## src/design/crs_pkg.sv

```systemverilog
`default_nettype none
package crs_pkg;

    localparam int DIVISIONS  = 4;
    localparam int FRAC_BITS  = 16;
    // DIVISIONS is a power of two here, so 2*D^3 is one too
    localparam int DEN_SHIFT  = 3 * $clog2(DIVISIONS) + 1;
    localparam int K_W        = (DIVISIONS > 1) ? $clog2(DIVISIONS) : 1;
    localparam int COORD_W    = 32;
    localparam int W_W        = 12;
    localparam int PROD_W     = COORD_W + W_W;
    localparam int SUM_W      = PROD_W + 2;
    localparam int QUEUE_DEPTH = 2;
    localparam int QPTR_W     = 1;
    localparam int QCNT_W     = 2;

    typedef logic signed [COORD_W-1:0] coord_t;

    typedef struct packed {
        coord_t z;
        coord_t y;
        coord_t x;
    } point_t;

    typedef struct packed {
        point_t far_p;
        point_t near_p;
    } pair_t;

    // One queue entry per input that causes output. pts[3] is the newest point.
    typedef struct packed {
        pair_t [3:0] pts;
        logic        main_en;
        logic        close_en;
        logic        close_clamp;
    } seg_entry_t;

    // Integer Catmull-Rom basis at t = k/D, scaled by 2*D^3.
    function automatic logic signed [W_W-1:0] crs_weight(input logic [K_W-1:0] k,
                                                         input logic [1:0] i);
        int kk;
        int d;
        int w;
        kk = int'(k);
        d  = DIVISIONS;
        unique case (i)
            2'd0:    w = -kk*kk*kk + 2*kk*kk*d - kk*d*d;
            2'd1:    w = 3*kk*kk*kk - 5*kk*kk*d + 2*d*d*d;
            2'd2:    w = -3*kk*kk*kk + 4*kk*kk*d + kk*d*d;
            default: w = kk*kk*kk - kk*kk*d;
        endcase
        return W_W'(w);
    endfunction

endpackage
`default_nettype wire

```

## src/design/crs_queue.sv

```systemverilog
`default_nettype none
module crs_queue (
    input  wire logic                clk,
    input  wire logic                rst_n,
    input  wire logic                push,
    input  wire crs_pkg::seg_entry_t push_entry,
    output logic                     full,
    input  wire logic                pop,
    output crs_pkg::seg_entry_t      head,
    output logic                     empty
);
    import crs_pkg::*;

    seg_entry_t          mem_reg [QUEUE_DEPTH];
    logic [QPTR_W-1:0]   wr_ptr_reg;
    logic [QPTR_W-1:0]   rd_ptr_reg;
    logic [QCNT_W-1:0]   count_reg;
    logic                do_push;
    logic                do_pop;

    assign full    = (count_reg == QCNT_W'(QUEUE_DEPTH));
    assign empty   = (count_reg == '0);
    assign do_push = push && !full;
    assign do_pop  = pop && !empty;
    assign head    = mem_reg[rd_ptr_reg];

    always_ff @(posedge clk or negedge rst_n)
    begin
        if (!rst_n)
        begin
            wr_ptr_reg <= '0;
            rd_ptr_reg <= '0;
            count_reg  <= '0;
        end
        else
        begin
            if (do_push)
                wr_ptr_reg <= wr_ptr_reg + 1'b1;
            if (do_pop)
                rd_ptr_reg <= rd_ptr_reg + 1'b1;
            if (do_push && !do_pop)
                count_reg <= count_reg + 1'b1;
            else if (do_pop && !do_push)
                count_reg <= count_reg - 1'b1;
        end
    end

    always_ff @(posedge clk)
    begin
        if (do_push)
            mem_reg[wr_ptr_reg] <= push_entry;
    end

endmodule
`default_nettype wire

```

## config.mk

```make
export PLATFORM = sky130hd
export DESIGN_NAME = crs_queue
export DESIGN_NICKNAME = d
export VERILOG_FILES = /design/src/design/crs_pkg.sv /design/src/design/crs_queue.sv
export SDC_FILE = /design/constraint.sdc
export NUM_CORES = 1
export LEC_CHECK = 0
export BUFFER_PORTS_ARGS = -buffer_cell sky130_fd_sc_hd__buf_4
export CORE_AREA = 2 2 603 605
export CTS_BUF_LIST = sky130_fd_sc_hd__clkbuf_4
export CTS_CLUSTER_SIZE = 24
export DETAILED_ROUTE_END_ITERATION = 10
export DIE_AREA = 0 0 605 607
export GPL_ROUTABILITY_DRIVEN = 0
export GPL_TIMING_DRIVEN = 0
export PLACE_DENSITY = 0.31
export SKIP_CTS_REPAIR_TIMING = 1
export SYNTH_ARGS = -nofsm -noshare
export SYNTH_HDL_FRONTEND = slang
export SYNTH_SLANG_ARGS = --single-unit
```

## constraint.sdc

```tcl
create_clock -name clk -period 47.5 [get_ports clk]
set_input_delay 2.375 -clock clk [delete_from_list [all_inputs] [get_ports clk]]
set_output_delay 2.375 -clock clk [all_outputs]
set_load 0.03 [all_outputs]
```

# ---- Word-level counts from Yosys, hierarchy flattened
# Memory sizes are Yosys's and may differ from the RTL's.
# Index checks and enable logic that the tools add are counted.
dict set report totals {
  n_memories 1
  ramBits 1542
  elab_cells 23
  in_bits 775
  output_inout_bits 773
  ff_bits 4
}
# name words width read_ports rd_clocked_by_memory_dff write_ports line
set mem_list {}
lappend mem_list {mem_reg 2 771 1 0 1 crs_queue.sv:14} ;# seg_entry_t mem_reg [QUEUE_DEPTH];
dict set report classes {
  reduce_logical 10
  addsub 4
  eq_ne 1
  mux 4
}
# op count
set ops {}
lappend ops {{$logic_and 1x1->1} 4}
lappend ops {{$logic_not 1->1} 4}
lappend ops {{$mux 2} 2}
lappend ops {{$add 1x1->1 const B} 2}
lappend ops {{$add 2x1->2 const B} 1}
lappend ops {{$eq 2x2->1 const B} 1}
lappend ops {{$logic_not 2->1} 1}
lappend ops {{$mux 1} 2}
lappend ops {{$reduce_bool 2->1} 1}
lappend ops {{$sub 2x1->2 const B} 1}

# ---- Logic depth before layout (Yosys ltp)
dict set report depth {
  ltp_word 7
  mapped_depth 7
  ltp_nobuf 7
}

# ---- Least setup slack after synthesis
# No wires, ideal clock.
dict set report synth_timing {
  path_type {in2reg}
  from {in push}
  to {mem mem_reg[0][0] in the netlist's numbering (enable)}
  n_path_buf 0
  cell_stages 2
  setup_slack_ns 11.240
  arrival_ns 34.334
  setup_time_ns 1.926
  path_cell_list {nand2_1 > nor2_1}
}
dict set report synth_via {
  elab_chain_cells 3
}
# element line
set synth_lines {}
lappend synth_lines {{start: declaration} crs_queue.sv:5} ;# input wire logic push,
lappend synth_lines {{$logic_and 1x1->1} crs_queue.sv:23} ;# assign do_push = push && !full;
lappend synth_lines {{$mux 1} crs_queue.sv:50} ;# if (do_push)
lappend synth_lines {{$mux 1 (implied by the code)} crs_queue.sv:51} ;# mem_reg[wr_ptr_reg] <= push_entry;
lappend synth_lines {{end: declaration} crs_queue.sv:14}
# Every way passes these cells.

==> results.md <==
- CP required: about 45 ns
- Final setup viols: 0
- Port buffer count: 1547
- Final Hold Fails: 0
- Worst-Margin Slew: ~0.93 ns
- IO Count: around 1.5k
- Warnings, synthesis: 0
- Status: finished clean
- Initial antenna violation count: 140
- Max_slew headroom: 0.379
- Clock Tree Buf Depth: 4
- Pwr per Cell Area: between 60 and 70 mW/mm^2
- Gr usage total: 0.132
- FF-to-FF path depth: 10
- Crit Path Max Fanout: 11
- Synth top area share: 0.825
- Clock sink count: 1546
- Static leakage: 29.5 nW
- Clock Pin Slew Worst Setup and Hold Paths: about 0.06 ns
- Final nets: approximately 5.3k
- MaxCap Viol Count: 0
- H-tree Lvls: 5
- Synth Area in Simple Gates: 0.000490
- Leading cell type in the layout, fill and taps excluded: buf_4
- Cell count after synthesis: roughly 2.4k
- Largest register FFs: between 1.5k and 2k
- Pin count of the biggest net entering global routing: 55
- Min Hold Slack: 0.521 ns
- Die ar.: between 0.3 and 0.4 sq mm
- DRT iter0 DRCs: around 1.5k
- Synth Cell Area: roughly 0.056 sq mm
- Initial core utilization: 0.156
- Critical Path AT: between 3 and 4 ns
- Via-to-Cell Ratio: roughly 3.4
- Max-slew violation count: 0
- Post-synthesis cell type count: 16
- R2R Path Start: count_reg[0]
- Post-layout util: 0.223
- First-pass GRT wire length: 322 mm
- Remaining DRCs: 0
- Clock Latency Late Sink: 1.34 ns
- Hold Path Class: reg -> reg
- Setup Crit Path Kind: reg -> out
- Setup Skew: approximately 0.12 ns
- Peak supply drop: around 0.025 mV
- Setup crit start kind: flip-flop
- Vias: 32.6k
- Synth Area in Compound Gates: 0.0000892
- HPWL after detailed placement: around 200 mm
- Post-route ant nets: 0
- Initial DRT Pass Iterations: 5
- Proportion of layout cells with a drive suffix above 1: 0.659
- Leading area contributor after synthesis: edfxtp_1
- Area of the core: roughly 0.36 sq mm
- Setup crit end: head[99]
- XOR/XNOR share of the synthesized area: 0.000780
- Part of the cycle the worst path needs: 0.130
- Number of global-route vias before repair: ~34k
- Die Y-Extent: ~600 um
- CP Capture Type: primary output
- Setup Total Neg Slack: 0 ns
- Main combinational cell family by area after synthesis: multiplexers
- Crit. Startpoint: rd_ptr_reg
- Multiplexer area fraction after synthesis: 0.160
- Fin crit period: around 6.2 ns
- Root buffer cell: clkbuf_4
- Number of fill cells: 38.1k
- Cell Rows: 221
- Most frequent cells in the layout: buf_4 (1607), edfxtp_1 (1542), mux2_2 (691)
- Fraction of the mapped netlist area in adder cells: 0.000223
- GR Overflow Total: 0
- CTS tree: done
- Largest cells by area after synthesis: edfxtp_1 (83%), mux2_2 (14%), mux2_4 (2.1%)
- TritonCTS Buffers: 466
- Area delta synth->final: 43.6%
- Sequential element share of the synthesized area: 0.827
- WL/cell: about 26 um
- Flop2flop setup slack: about 44 ns
- Reg2reg end: mem_reg[0][638]
- Total detailed-routing wirelength: ~250 mm
- Die width: around 610 um
- Synth Net Count: approximately 3.2k
- Synth Area per Inst: approximately 23 sq um
- Peak Freq: 161 MHz
- RSZ-0062 raised after global routing: no
- Synth Register Bits: approximately 1.5k
cells in the mapped netlist:
| master | n |
|---|---|
| nand2_1 | 1 |
| dfrtp_1 | 4 |
| mux2_4 | 80 |
| and3_1 | 1 |
| edfxtp_1 | 1542 |
| buf_4 | 60 |
| buf_6 | 10 |
| nor2_1 | 3 |
| buf_2 | 16 |
| inv_1 | 2 |
| xor2_1 | 2 |
| mux2_2 | 691 |
| xnor2_1 | 3 |
| nand2b_1 | 1 |
| ha_1 | 1 |
| o21ai_0 | 1 |
critical path, stage by stage, from the launching register on:
cell and delay, ns:
dfrtp_1 0.31, buf_2 0.62, buf_2 0.48, buf_4 0.44, mux2_2 0.39, buf_4 0.19
worst min-delay path by stage:
stage / startpoint / to / slack [ns] / cells past startpoint
after floorplan: wr_ptr_reg / wr_ptr_reg / 0.46 / 1
after global placement: wr_ptr_reg / wr_ptr_reg / 0.48 / 1
after detailed placement: count_reg[1] / count_reg[1] / 0.52 / 1
after CTS: count_reg[1] / count_reg[1] / 0.53 / 1
after global routing: count_reg[1] / count_reg[1] / 0.56 / 1
final: count_reg[1] / count_reg[1] / 0.52 / 1
routing by layer:
layer | wire (um) | global-route usage
met1 | 85300 | 0.129
met2 | 132000 | 0.239
met3 | 28300 | 0.0681
met4 | 8060 | 0.0418
met5 | 550 | 0
cell type report:
type                    instances  area [sq um]  area share
well taps                    4794          6000      0.0744
clock buffers                 662          4970      0.0616
plain buffers                  86           643     0.00798
multi-input cells             784          9080       0.113
repair buffers               1601         12900       0.159
diodes                         27          67.6    0.000838
clock inverters                98           587     0.00728
flip-flops and latches       1546         46400       0.576
inverters                       2          7.51   0.0000931
per-stage QoR:
step	total power, mW	setup slack, ns	instances	instance area, sq um
after detailed placement	4.36	41.99	8813	75000
after global placement	5.07	-20.52	8759	73700
after CTS	5.68	40.72	9573	80500
after global routing	5.80	40.82	9583	80600
final	5.50	41.31	9600	80600
after floorplan	3.62	11.24	2418	56100
where the power goes:
part / total (mW) / switching (mW) / internal [mW]
sequential: 1.91 / 0.0529 / 1.86
clock: 1.25 / 0.602 / 0.651
combinational: 2.34 / 1.49 / 0.843
cells by family after synthesis:
family / Yosys count
AO/OA/AOI/OAI: 1
AND/OR/NAND/NOR: 6
XOR/XNOR: 5
buffers and inverters: 88
adder cells (fa/ha/maj): 1
multiplexers: 771
flip-flops: 1546
Note: power is estimated with default switching activity, not from simulation.
