**src/design/crs_pkg.sv**
```systemverilog
`default_nettype none
package crs_pkg;

    localparam int DIVISIONS  = 4;
    localparam int FRAC_BITS  = 16;
    // DIVISIONS is a power of two here, so 2*D^3 is one too
    localparam int DEN_SHIFT  = 3 * $clog2(DIVISIONS) + 1;
    localparam int K_W        = (DIVISIONS > 1) ? $clog2(DIVISIONS) : 1;
    localparam int COORD_W    = 32;
    localparam int W_W        = 12;
    localparam int PROD_W     = COORD_W + W_W;
    localparam int SUM_W      = PROD_W + 2;
    localparam int QUEUE_DEPTH = 2;
    localparam int QPTR_W     = 1;
    localparam int QCNT_W     = 2;

    typedef logic signed [COORD_W-1:0] coord_t;

    typedef struct packed {
        coord_t z;
        coord_t y;
        coord_t x;
    } point_t;

    typedef struct packed {
        point_t far_p;
        point_t near_p;
    } pair_t;

    // One queue entry per input that causes output. pts[3] is the newest point.
    typedef struct packed {
        pair_t [3:0] pts;
        logic        main_en;
        logic        close_en;
        logic        close_clamp;
    } seg_entry_t;

    // Integer Catmull-Rom basis at t = k/D, scaled by 2*D^3.
    function automatic logic signed [W_W-1:0] crs_weight(input logic [K_W-1:0] k,
                                                         input logic [1:0] i);
        int kk;
        int d;
        int w;
        kk = int'(k);
        d  = DIVISIONS;
        unique case (i)
            2'd0:    w = -kk*kk*kk + 2*kk*kk*d - kk*d*d;
            2'd1:    w = 3*kk*kk*kk - 5*kk*kk*d + 2*d*d*d;
            2'd2:    w = -3*kk*kk*kk + 4*kk*kk*d + kk*d*d;
            default: w = kk*kk*kk - kk*kk*d;
        endcase
        return W_W'(w);
    endfunction

endpackage
`default_nettype wire

```
**src/design/crs_front.sv**
```systemverilog
`default_nettype none
module crs_front (
    input  wire logic               clk,
    input  wire logic               rst_n,
    input  wire logic               in_valid,
    output logic                    in_ready,
    input  wire crs_pkg::pair_t     in_pair,
    input  wire logic               in_last,
    input  wire logic               q_full,
    output logic                    push,
    output crs_pkg::seg_entry_t     push_entry
);
    import crs_pkg::*;

    pair_t      hist_reg [3];   // hist_reg[2] newest
    logic [1:0] seen_reg;
    logic [1:0] seen_next;
    logic       accept;
    logic       main_en;
    logic       close_en;

    assign in_ready = !q_full;
    assign accept   = in_valid && in_ready;
    assign main_en  = (seen_reg >= 2'd2);
    assign close_en = in_last && (seen_reg != 2'd0);
    assign push     = accept && (main_en || close_en);

    always_comb
    begin
        push_entry.pts[0]      = (seen_reg == 2'd3) ? hist_reg[0] : hist_reg[1];
        push_entry.pts[1]      = hist_reg[1];
        push_entry.pts[2]      = hist_reg[2];
        push_entry.pts[3]      = in_pair;
        push_entry.main_en     = main_en;
        push_entry.close_en    = close_en;
        push_entry.close_clamp = (seen_reg == 2'd1);
    end

    always_comb
    begin
        if (in_last)
            seen_next = 2'd0;
        else if (seen_reg == 2'd3)
            seen_next = 2'd3;
        else
            seen_next = seen_reg + 2'd1;
    end

    always_ff @(posedge clk or negedge rst_n)
    begin
        if (!rst_n)
            seen_reg <= 2'd0;
        else if (accept)
            seen_reg <= seen_next;
    end

    always_ff @(posedge clk)
    begin
        if (accept)
        begin
            hist_reg[0] <= hist_reg[1];
            hist_reg[1] <= hist_reg[2];
            hist_reg[2] <= in_pair;
        end
    end

endmodule
`default_nettype wire

```
**config.mk**
```make
export PLATFORM = sky130hd
export DESIGN_NAME = crs_front
export DESIGN_NICKNAME = d
export VERILOG_FILES = /design/src/design/crs_pkg.sv /design/src/design/crs_front.sv
export SDC_FILE = /design/constraint.sdc
export NUM_CORES = 1
export LEC_CHECK = 0
export BUFFER_PORTS_ARGS = -buffer_cell sky130_fd_sc_hd__buf_2
export CORE_AREA = 4 4 377 379
export CTS_BUF_LIST = sky130_fd_sc_hd__clkbuf_16
export CTS_CLUSTER_SIZE = 12
export DETAILED_ROUTE_END_ITERATION = 7
export DIE_AREA = 0 0 381 383
export PLACE_DENSITY = 0.41
export SYNTH_ARGS = -nofsm -noshare
export SYNTH_HDL_FRONTEND = slang
export SYNTH_SLANG_ARGS = --single-unit
```
**constraint.sdc**
```tcl
create_clock -name clk -period 2.3 [get_ports clk]
set_clock_uncertainty 0.15 [all_clocks]
set_input_delay 0.23 -clock clk [delete_from_list [all_inputs] [get_ports clk]]
set_output_delay 0.23 -clock clk [all_outputs]
set_load 0.02 [all_outputs]
```
After elaboration in Yosys (flattened, before gate mapping):

Memory sizes are Yosys's and may differ from the RTL's.
Cells that the tools add are included.

* bits in registers: 2
* latch bits: 0
* memory bits (writable): 576
* ROM bits: 0
* output and inout bits: 773
* logic and storage cells: 17
* memories kept: 1

* $add $sub $neg: 1
* multipliers: 0
* divide/modulo/power cells: 0
* order comparisons: 1
* equal/unequal tests: 2
* shift-type cells: 0
* muxes and demuxes: 5
* bitwise gates (word level): 0
* reduce and logical (&&, ||, !) cells: 6

Memory list
* hist_reg: depth 3, bits a word 192, read ports 3, clocked after Yosys merged registers in 0, wr ports 3, RTL line crs_front.sv:15 `pair_t hist_reg [3];`

Operators by type and width (number)
* $mux 192: 1
* $mux 2: 2
* $logic_and 1x1->1: 3
* $add 2x1->2 const B: 1
* $eq 2x1->1 const B: 1
* $eq 2x2->1 const B: 1
* $ge 2x2->1 const B: 1
* $mux 1: 2
* $reduce_bool 2->1: 1
* $logic_not 1->1: 1
* $logic_or 1x1->1: 1

Depth between registers and ports, before layout:

Gate-level depths: netlist of the first run.

* depth after elaboration: 4
* mapped depth: 4
* gate-level depth less buffers: 4

Worst setup path before layout of the first run:

OpenSTA, ideal clock, no wires.

* path kind: input-to-reg
* start point: input q_full
* end point: register seen_reg[1]
* library setup time: 0.206 ns
* arrival time: 12.462 ns
* required time: 1.944 ns
* slack: -10.518 ns
* stages on the path: 4
* path through: nand2b_1 -> inv_1 -> a21oi_1 -> a21oi_1

* cells in the longest elaborated chain, start to end: 2

Ends and longest elaborated chain
* start, declared: RTL line crs_front.sv:9 `input wire logic q_full,`
* $logic_not 1->1: RTL line crs_front.sv:22 `assign in_ready = !q_full;`
* $logic_and 1x1->1: RTL line crs_front.sv:23 `assign accept = in_valid && in_ready;`
* named net accept: RTL line crs_front.sv:18 `logic accept;`
* end signal, assigned: RTL line crs_front.sv:54 `seen_reg <= seen_next;`
* end, declared: RTL line crs_front.sv:16 `logic [1:0] seen_reg;`

The timed path passes the listed nets, and every way through them passes these cells.
A chain may end at the register's enable or synchronous reset.

==> results of run 1 <==
critical path: cells and delay by family, from the launching register on:
kind                   cells  cell delay, ns
buffers and inverters      4            0.61
AND/OR/NAND/NOR            1            0.13
multiplexers               1            0.31
flip-flops                 1            0.44
cell usage after synthesis, drive strengths merged:
master,instances,area (um^2)
o21a,1,7.51
edfxtp,576,17300
a21oi,3,15.0
o31ai,1,7.51
nor2,1,3.75
inv,2,7.51
nand2,2,7.51
clkbuf,1,3.75
buf,599,4570
nand2b,1,6.26
nor2b,1,6.26
mux2,192,2160
dfrtp,2,50.1
timing repair:
item	in CTS	in global routing
pin swaps	1	1
buffers inserted	18	5
gates resized for setup	223	180
endpoints found under the hold margin	196	0
endpoints found under the setup margin	192	192
hold buffers	197	0
cloned	9	4
metrics by stage:
| stage | setup TNS [ns] | util (%) | power, mW | instances | setup slack [ns] |
|---|---|---|---|---|---|
| final | -26.57 | 24.0 | 27.8 | 3966 | -0.241 |
| after global routing | -47.04 | 24.0 | 29.0 | 3961 | -0.340 |
| after CTS | -60.55 | 23.6 | 28.2 | 3960 | -0.380 |
| after detailed placement | 0 | 19.7 | 16.2 | 3608 | 0.289 |
| after global placement | 0 | 19.7 | 16.2 | 3608 | 0.316 |
| after floorplan | -4203.15 | - | 15.3 | 1382 | -7.29 |
report_power, final:
part	total (mW)	leakage, nW	switching, mW	internal [mW]
registers	12.4	5.43	0.297	12.1
logic	4.57	6.94	2.61	1.96
clock network	10.8	1.13	4.75	6.08
total	27.8	13.5	7.66	20.2
cell families (layout without fill, tap and decap cells):
group                  count (synthesis)  in the layout  synth area share, %
other                                  0              6                    0
buffers and inverters                602           1373                 19.0
AO/OA/AOI/OAI                          5              5                0.124
AND/OR/NAND/NOR                        5              5               0.0985
flip-flops                           578            578                 71.8
multiplexers                         192            192                 8.96
layout make-up:
| cell class | count | area [um^2] | share of cell area (%) |
|---|---|---|---|
| multi-input cells | 202 | 2670 | 8.02 |
| clock buffers | 73 | 1830 | 5.48 |
| flip-flops and latches | 578 | 17300 | 52.1 |
| inverters | 2 | 11.3 | 0.0338 |
| diodes | 6 | 15.0 | 0.0451 |
| clock inverters | 55 | 424 | 1.27 |
| repair buffers | 1243 | 8760 | 26.3 |
| well taps | 1807 | 2260 | 6.79 |
routing by layer:
metal / track usage (%) / vias up / share of wire [%]
met5: 0.331 / - / 0.12
met4: 4.40 / 10 / 3.2
met3: 4.41 / 104 / 8.5
met2: 20.6 / 686 / 49
met1: 14.3 / 6691 / 39
li1: - / 5871 / -
final timing paths:
kind,endpoint,cells past startpoint
max,push_entry[30],6
min,hist_reg[0][394]$_DFFE_PP_,2
max reg2reg,seen_reg[0]$_DFFE_PN0P_,3
min reg2reg,hist_reg[0][292]$_DFFE_PP_,0
max in group asynchronous,seen_reg[1]$_DFFE_PN0P_,3
min in group asynchronous,seen_reg[0]$_DFFE_PN0P_,3
==> impl_metrics.csv, run 1 <==
group,metric,value,unit
run_status,status,"complete, but fails checks",
run_status,violations,"setup timing",
sta,holdWs,0.157,ns
clock_network,cts.sinks,578,
finish,fin_nets,2296,
routing,routedWlPerCell,23.8,um
worst_setup_path,regToRegStartpoint,"seen_reg[0]$_DFFE_PN0P_",
worst_setup_path,path_cells,"nand2_8, buf_16, buf_12, clkbuf_16, mux2_4, buf_6",
finish,synthToLayoutAreaGrowth,38.0,%
worst_setup_path,critPathRequiredTime,1.92,ns
synthesis,avgSynthCellArea,17.5,um^2
worst_setup_path,worstPathArrival,2.16,ns
run,maxCapViolations,0,
worst_setup_path,cp-start-kind,"register",
worst_setup_path,regToRegSetupSlack,1.08,ns
global_routing,overflow,0,
routing,first_pass_iters,4,
finish,drive_above_1_share,62.4,%
synthesis,ys_seq_elements,578,
synthesis,synth_cell_types,15,
clock_network,htree_levels,3,
sta,post-route-period-util,110,%
routing,drtIter0Drc,685,
hold_path,hp-start,"in_pair[10]",
place,port_buffers,969,
finish,design_area,0.0333,mm^2
worst_setup_path,crit_slowest_cell,"dfrtp_2",
floorplanning,die_area,0.146,mm^2
synthesis,syn_nets,1579,
finish,largest_reg_flops,576,
worst_setup_path,crit_path_start,"seen_reg[1]$_DFFE_PN0P_",
floorplanning,dieWidth,381,um
worst_setup_path,worstSetupPathType,"reg -> out",
routing,wl,94.5,mm
synthesis,ys_warn_count,0,
global_routing,grt_max_degree,56,
power_and_ir_drop,vdd_drop_max,532,uV
clock_network,cts_buffers,72,
power_and_ir_drop,cellPowerDensity,835,mW/mm^2
worst_setup_path,endpoint_kind,"output pin",
routing,routed_via_density,3.37,
global_routing,grt_pass1_vias,14100,
place,placed_area,0.0273,mm^2
sta,setup_ws,-0.241,ns
synthesis,yosysSeqAreaShare,71.8,%
place,dp_hpwl,72.7,mm
floorplanning,die-height,383,um
hold_path,hp-class,"in -> reg",
routing,vias,13400,
sta,setup_violations,192,
global_routing,track_usage,12.2,%
finish,final_cell_mix,"buf_2, edfxtp_1, dlygate4sd3_1",
sta,slew_violations,0,
clock_network,cts_root_buf,"clkbuf_16",
sta,rsz0062_at_grt,"yes",
floorplanning,row_count,137,
global_routing,grt_pass1_wl,123,mm
floorplanning,coreArea,0.139,mm^2
clock_network,clock_latency,0.65,ns
routing,ant_nets,0,
synthesis,netlist_area,0.0241,mm^2
clock_network,cts_tree,"done",
sta,finalHoldViolCount,0,
floorplanning,start_util,17.4,%
worst_setup_path,slowest_delay,0.44,ns
finish,final_common_cell,"buf_2",
global_routing,antenna_found_initial,22,
routing,drc,0,
floorplanning,ios,970,
power_and_ir_drop,p_leak,13.5,nW
sta,max_freq,393,MHz
finish,fillers,14600,
worst_setup_path,crit_path_max_fanout,7,
sta,fin_crit,2.54,ns
sta,relSlewSlack,74.7,%
clock_network,cts_buffer_depth,3,
synthesis,syn_inst,1382,
sta,worstMarginPinSlew,0.379,ns
clock_network,clk_pin_slew_worst_paths,0.06,ns
place,place_congestion,0.813,
Power figures use the tool's default switching activity.
==> run 2, diff against run 1 <==
--- a/config.mk
+++ b/config.mk
@@ -11,7 +11,9 @@
 export CTS_CLUSTER_SIZE = 12
 export DETAILED_ROUTE_END_ITERATION = 7
 export DIE_AREA = 0 0 381 383
+export GPL_TIMING_DRIVEN = 0
 export PLACE_DENSITY = 0.41
+export SKIP_LAST_GASP = 1
 export SYNTH_ARGS = -nofsm -noshare
 export SYNTH_HDL_FRONTEND = slang
 export SYNTH_SLANG_ARGS = --single-unit
==> run 2 against run 1 <==
The flow still finishes with violations (setup timing). Die area stayed put. Setup slack better by 0.019 ns. Core utilization rose by 3.3 points. Sequential power hardly changed. Final area rose by 14%. Maximum frequency up 0.75%. Clock power grew 8%. Via count rose by 15%. Critical path type unchanged. Highest routed layer unchanged.
==> impl_metrics.csv, run 2 (synthesis results as in run 1) <==
group,metric,value,unit
worst_setup_path,worstPathArrival,2.14,ns
clock_network,cts_buffers,77,
clock_network,cts_root_buf,"clkbuf_16",
global_routing,overflow,0,
routing,routedWlPerCell,21.9,um
worst_setup_path,worstSetupPathType,"reg -> out",
worst_setup_path,crit_family,"buffers and inverters",
place,dp_cells,4175,
worst_setup_path,crit_path_max_fanout,5,
finish,final_common_cell,"buf_2",
power_and_ir_drop,p_int,21.7,mW
sta,post-route-period-util,110,%
power_and_ir_drop,vdd_drop_max,489,uV
finish,fillers,14400,
worst_setup_path,reg2regPathDepth,4,
clock_network,htree_levels,3,
finish,fin_nets,2869,
power_and_ir_drop,cellPowerDensity,779,mW/mm^2
floorplanning,start_util,17.4,%
global_routing,grt_pass1_vias,16000,
routing,wl,99.4,mm
sta,max_freq,396,MHz
finish,fin_util,27.3,%
global_routing,met3_usage,4.91,%
global_routing,busiest_layer,"met2",
routing,drc,0,
place,port_buffers,969,
clock_network,cts.sinks,578,
power_and_ir_drop,seqPwrFrac,42.0,%
worst_setup_path,crit_slowest_cell,"dfrtp_2",
floorplanning,row_count,137,
worst_setup_path,critPathRequiredTime,1.92,ns
finish,largest_reg_flops,576,
finish,multi_input_area,0.00262,mm^2
sta,slew_violations,0,
run,maxCapViolations,0,
floorplanning,dieWidth,381,um
routing,drtIter0Drc,641,
clock_network,clk_pin_slew_worst_paths,0.06,ns
global_routing,grt_use_met1,15.2,%
worst_setup_path,crit_path_start,"seen_reg[1]$_DFFE_PN0P_",
worst_setup_path,r2r-end,"seen_reg[0]$_DFFE_PN0P_",
power_and_ir_drop,p_sw_share,26.6,%
sta,worstMarginPinSlew,0.342,ns
worst_setup_path,path_cells,"nand2_8, buf_12, buf_12, buf_12, mux2_4, buf_6",
floorplanning,die-height,383,um
clock_network,clock_latency,0.64,ns
worst_setup_path,slowest_delay,0.44,ns
global_routing,grt_max_degree,70,
sta,relSlewSlack,77.2,%
routing,vias,15400,
clock_network,cts_tree,"done",
sta,setup_ws,-0.223,ns
finish,final_cell_mix,"buf_2, buf_4, edfxtp_1",
floorplanning,ios,970,
power_and_ir_drop,pwr-share-comb,18.4,%
global_routing,antenna_found_initial,26,
run_status,status,"complete, but fails checks",
worst_setup_path,endpoint_kind,"output pin",
sta,rsz0062_at_grt,"yes",
sta,fin_crit,2.52,ns
finish,drive_above_1_share,70.2,%
finish,regArea,0.0173,mm^2
routing,first_pass_iters,4,
hold_path,hp-class,"in -> reg",
routing,routed_via_density,3.39,
power_and_ir_drop,switching_power,7.87,mW
global_routing,grt_pass1_wl,132,mm
floorplanning,coreArea,0.139,mm^2
worst_setup_path,cp-start-kind,"register",
place,dp_hpwl,76.9,mm
finish,synthToLayoutAreaGrowth,57.0,%
sta,finalHoldViolCount,0,
worst_setup_path,cpMostUsedCell,"buf_12",
worst_setup_path,critPathBufInv,4,
routing,ant_nets,0,
worst_setup_path,crit_end,"push_entry[30]",
place,place_congestion,0.792,
floorplanning,die_area,0.146,mm^2
worst_setup_path,regToRegSetupSlack,0.57,ns
global_routing,track_usage,13.0,%
global_routing,grt_util_met2,22.1,%
worst_setup_path,path_depth,6,
worst_setup_path,regToRegStartpoint,"seen_reg[0]$_DFFE_PN0P_",
sta,setup_violations,192,
power_and_ir_drop,p_leak,16.4,nW
run_status,violations,"setup timing",
finish,fin_cells,4546,
power_and_ir_drop,pwr-share-clk,39.7,%
clock_network,cts_buffer_depth,3,
-- run 2: layout make-up --
class                           count  share of cell area, %
Multi-Input combinational cell    202                   6.92
Clock buffer                       78                   5.15
Inverter                            2                 0.0297
Clock inverter                     55                   1.27
Tap cell                         1807                   5.96
Sequential cell                   578                   45.8
Buffer                            597                   12.4
Antenna cell                       13                 0.0858
Timing Repair Buffer             1214                   22.4
-- run 2: how the worst min path moves through the flow --
stage                      start                    endpoint  slack [ns]  cells after the start
finish              in_pair[127]  hist_reg[0][511]$_DFFE_PP_        0.17                      2
floorplan                  rst_n     seen_reg[0]$_DFFE_PN0P_       -0.22                      0
global route        in_pair[129]  hist_reg[0][513]$_DFFE_PP_        0.08                      2
detailed placement         rst_n     seen_reg[0]$_DFFE_PN0P_       -0.13                      1
CTS                 in_pair[129]  hist_reg[0][513]$_DFFE_PP_        0.07                      2
global placement           rst_n     seen_reg[0]$_DFFE_PN0P_       -0.13                      1
-- run 2: power groups by stage --
stage                     clock network (mW)  logic [mW]  registers [mW]
after global placement                     0        4.35            12.9
after CTS                               12.3        5.40            12.4
final                                   11.7        5.42            12.4
after global routing                    12.7        5.74            12.5
after floorplan                            0        2.61            12.7
after detailed placement                   0        4.40            12.6
-- run 2: per-layer routing --
layer,vias up,wire length (um)
met5,-,60
met4,10,2760
met3,122,8390
met2,616,48600
met1,7630,39600
li1,7025,-
-- run 2: metrics by stage --
step | setup slack, ns | setup TNS [ns] | total power [mW] | cell area, um^2 | hold WS (ns)
2_1_floorplan | -7.29 | -4203.15 | 15.3 | 24200 | -0.216
3_3_place_gp | -13.12 | -7478.46 | 17.2 | 31300 | -0.133
3_5_place_dp | -0.863 | -98.55 | 17.0 | 31600 | -0.132
4_1_cts | -0.390 | -63.95 | 30.1 | 37400 | 0.0670
5_1_grt | -0.359 | -56.54 | 30.9 | 37900 | 0.0833
6_report | -0.223 | -27.55 | 29.5 | 37900 | 0.168
-- run 2: repair_timing --
item | 4_1_cts | 5_1_grt
resized for setup | 232 | 194
hold buffers | 198 | 0
pin swaps | 1 | 1
cloned | 11 | 4
hold endpoints to repair | 197 | 0
buffers inserted | 17 | 4
endpoints found under the setup margin | 265 | 252
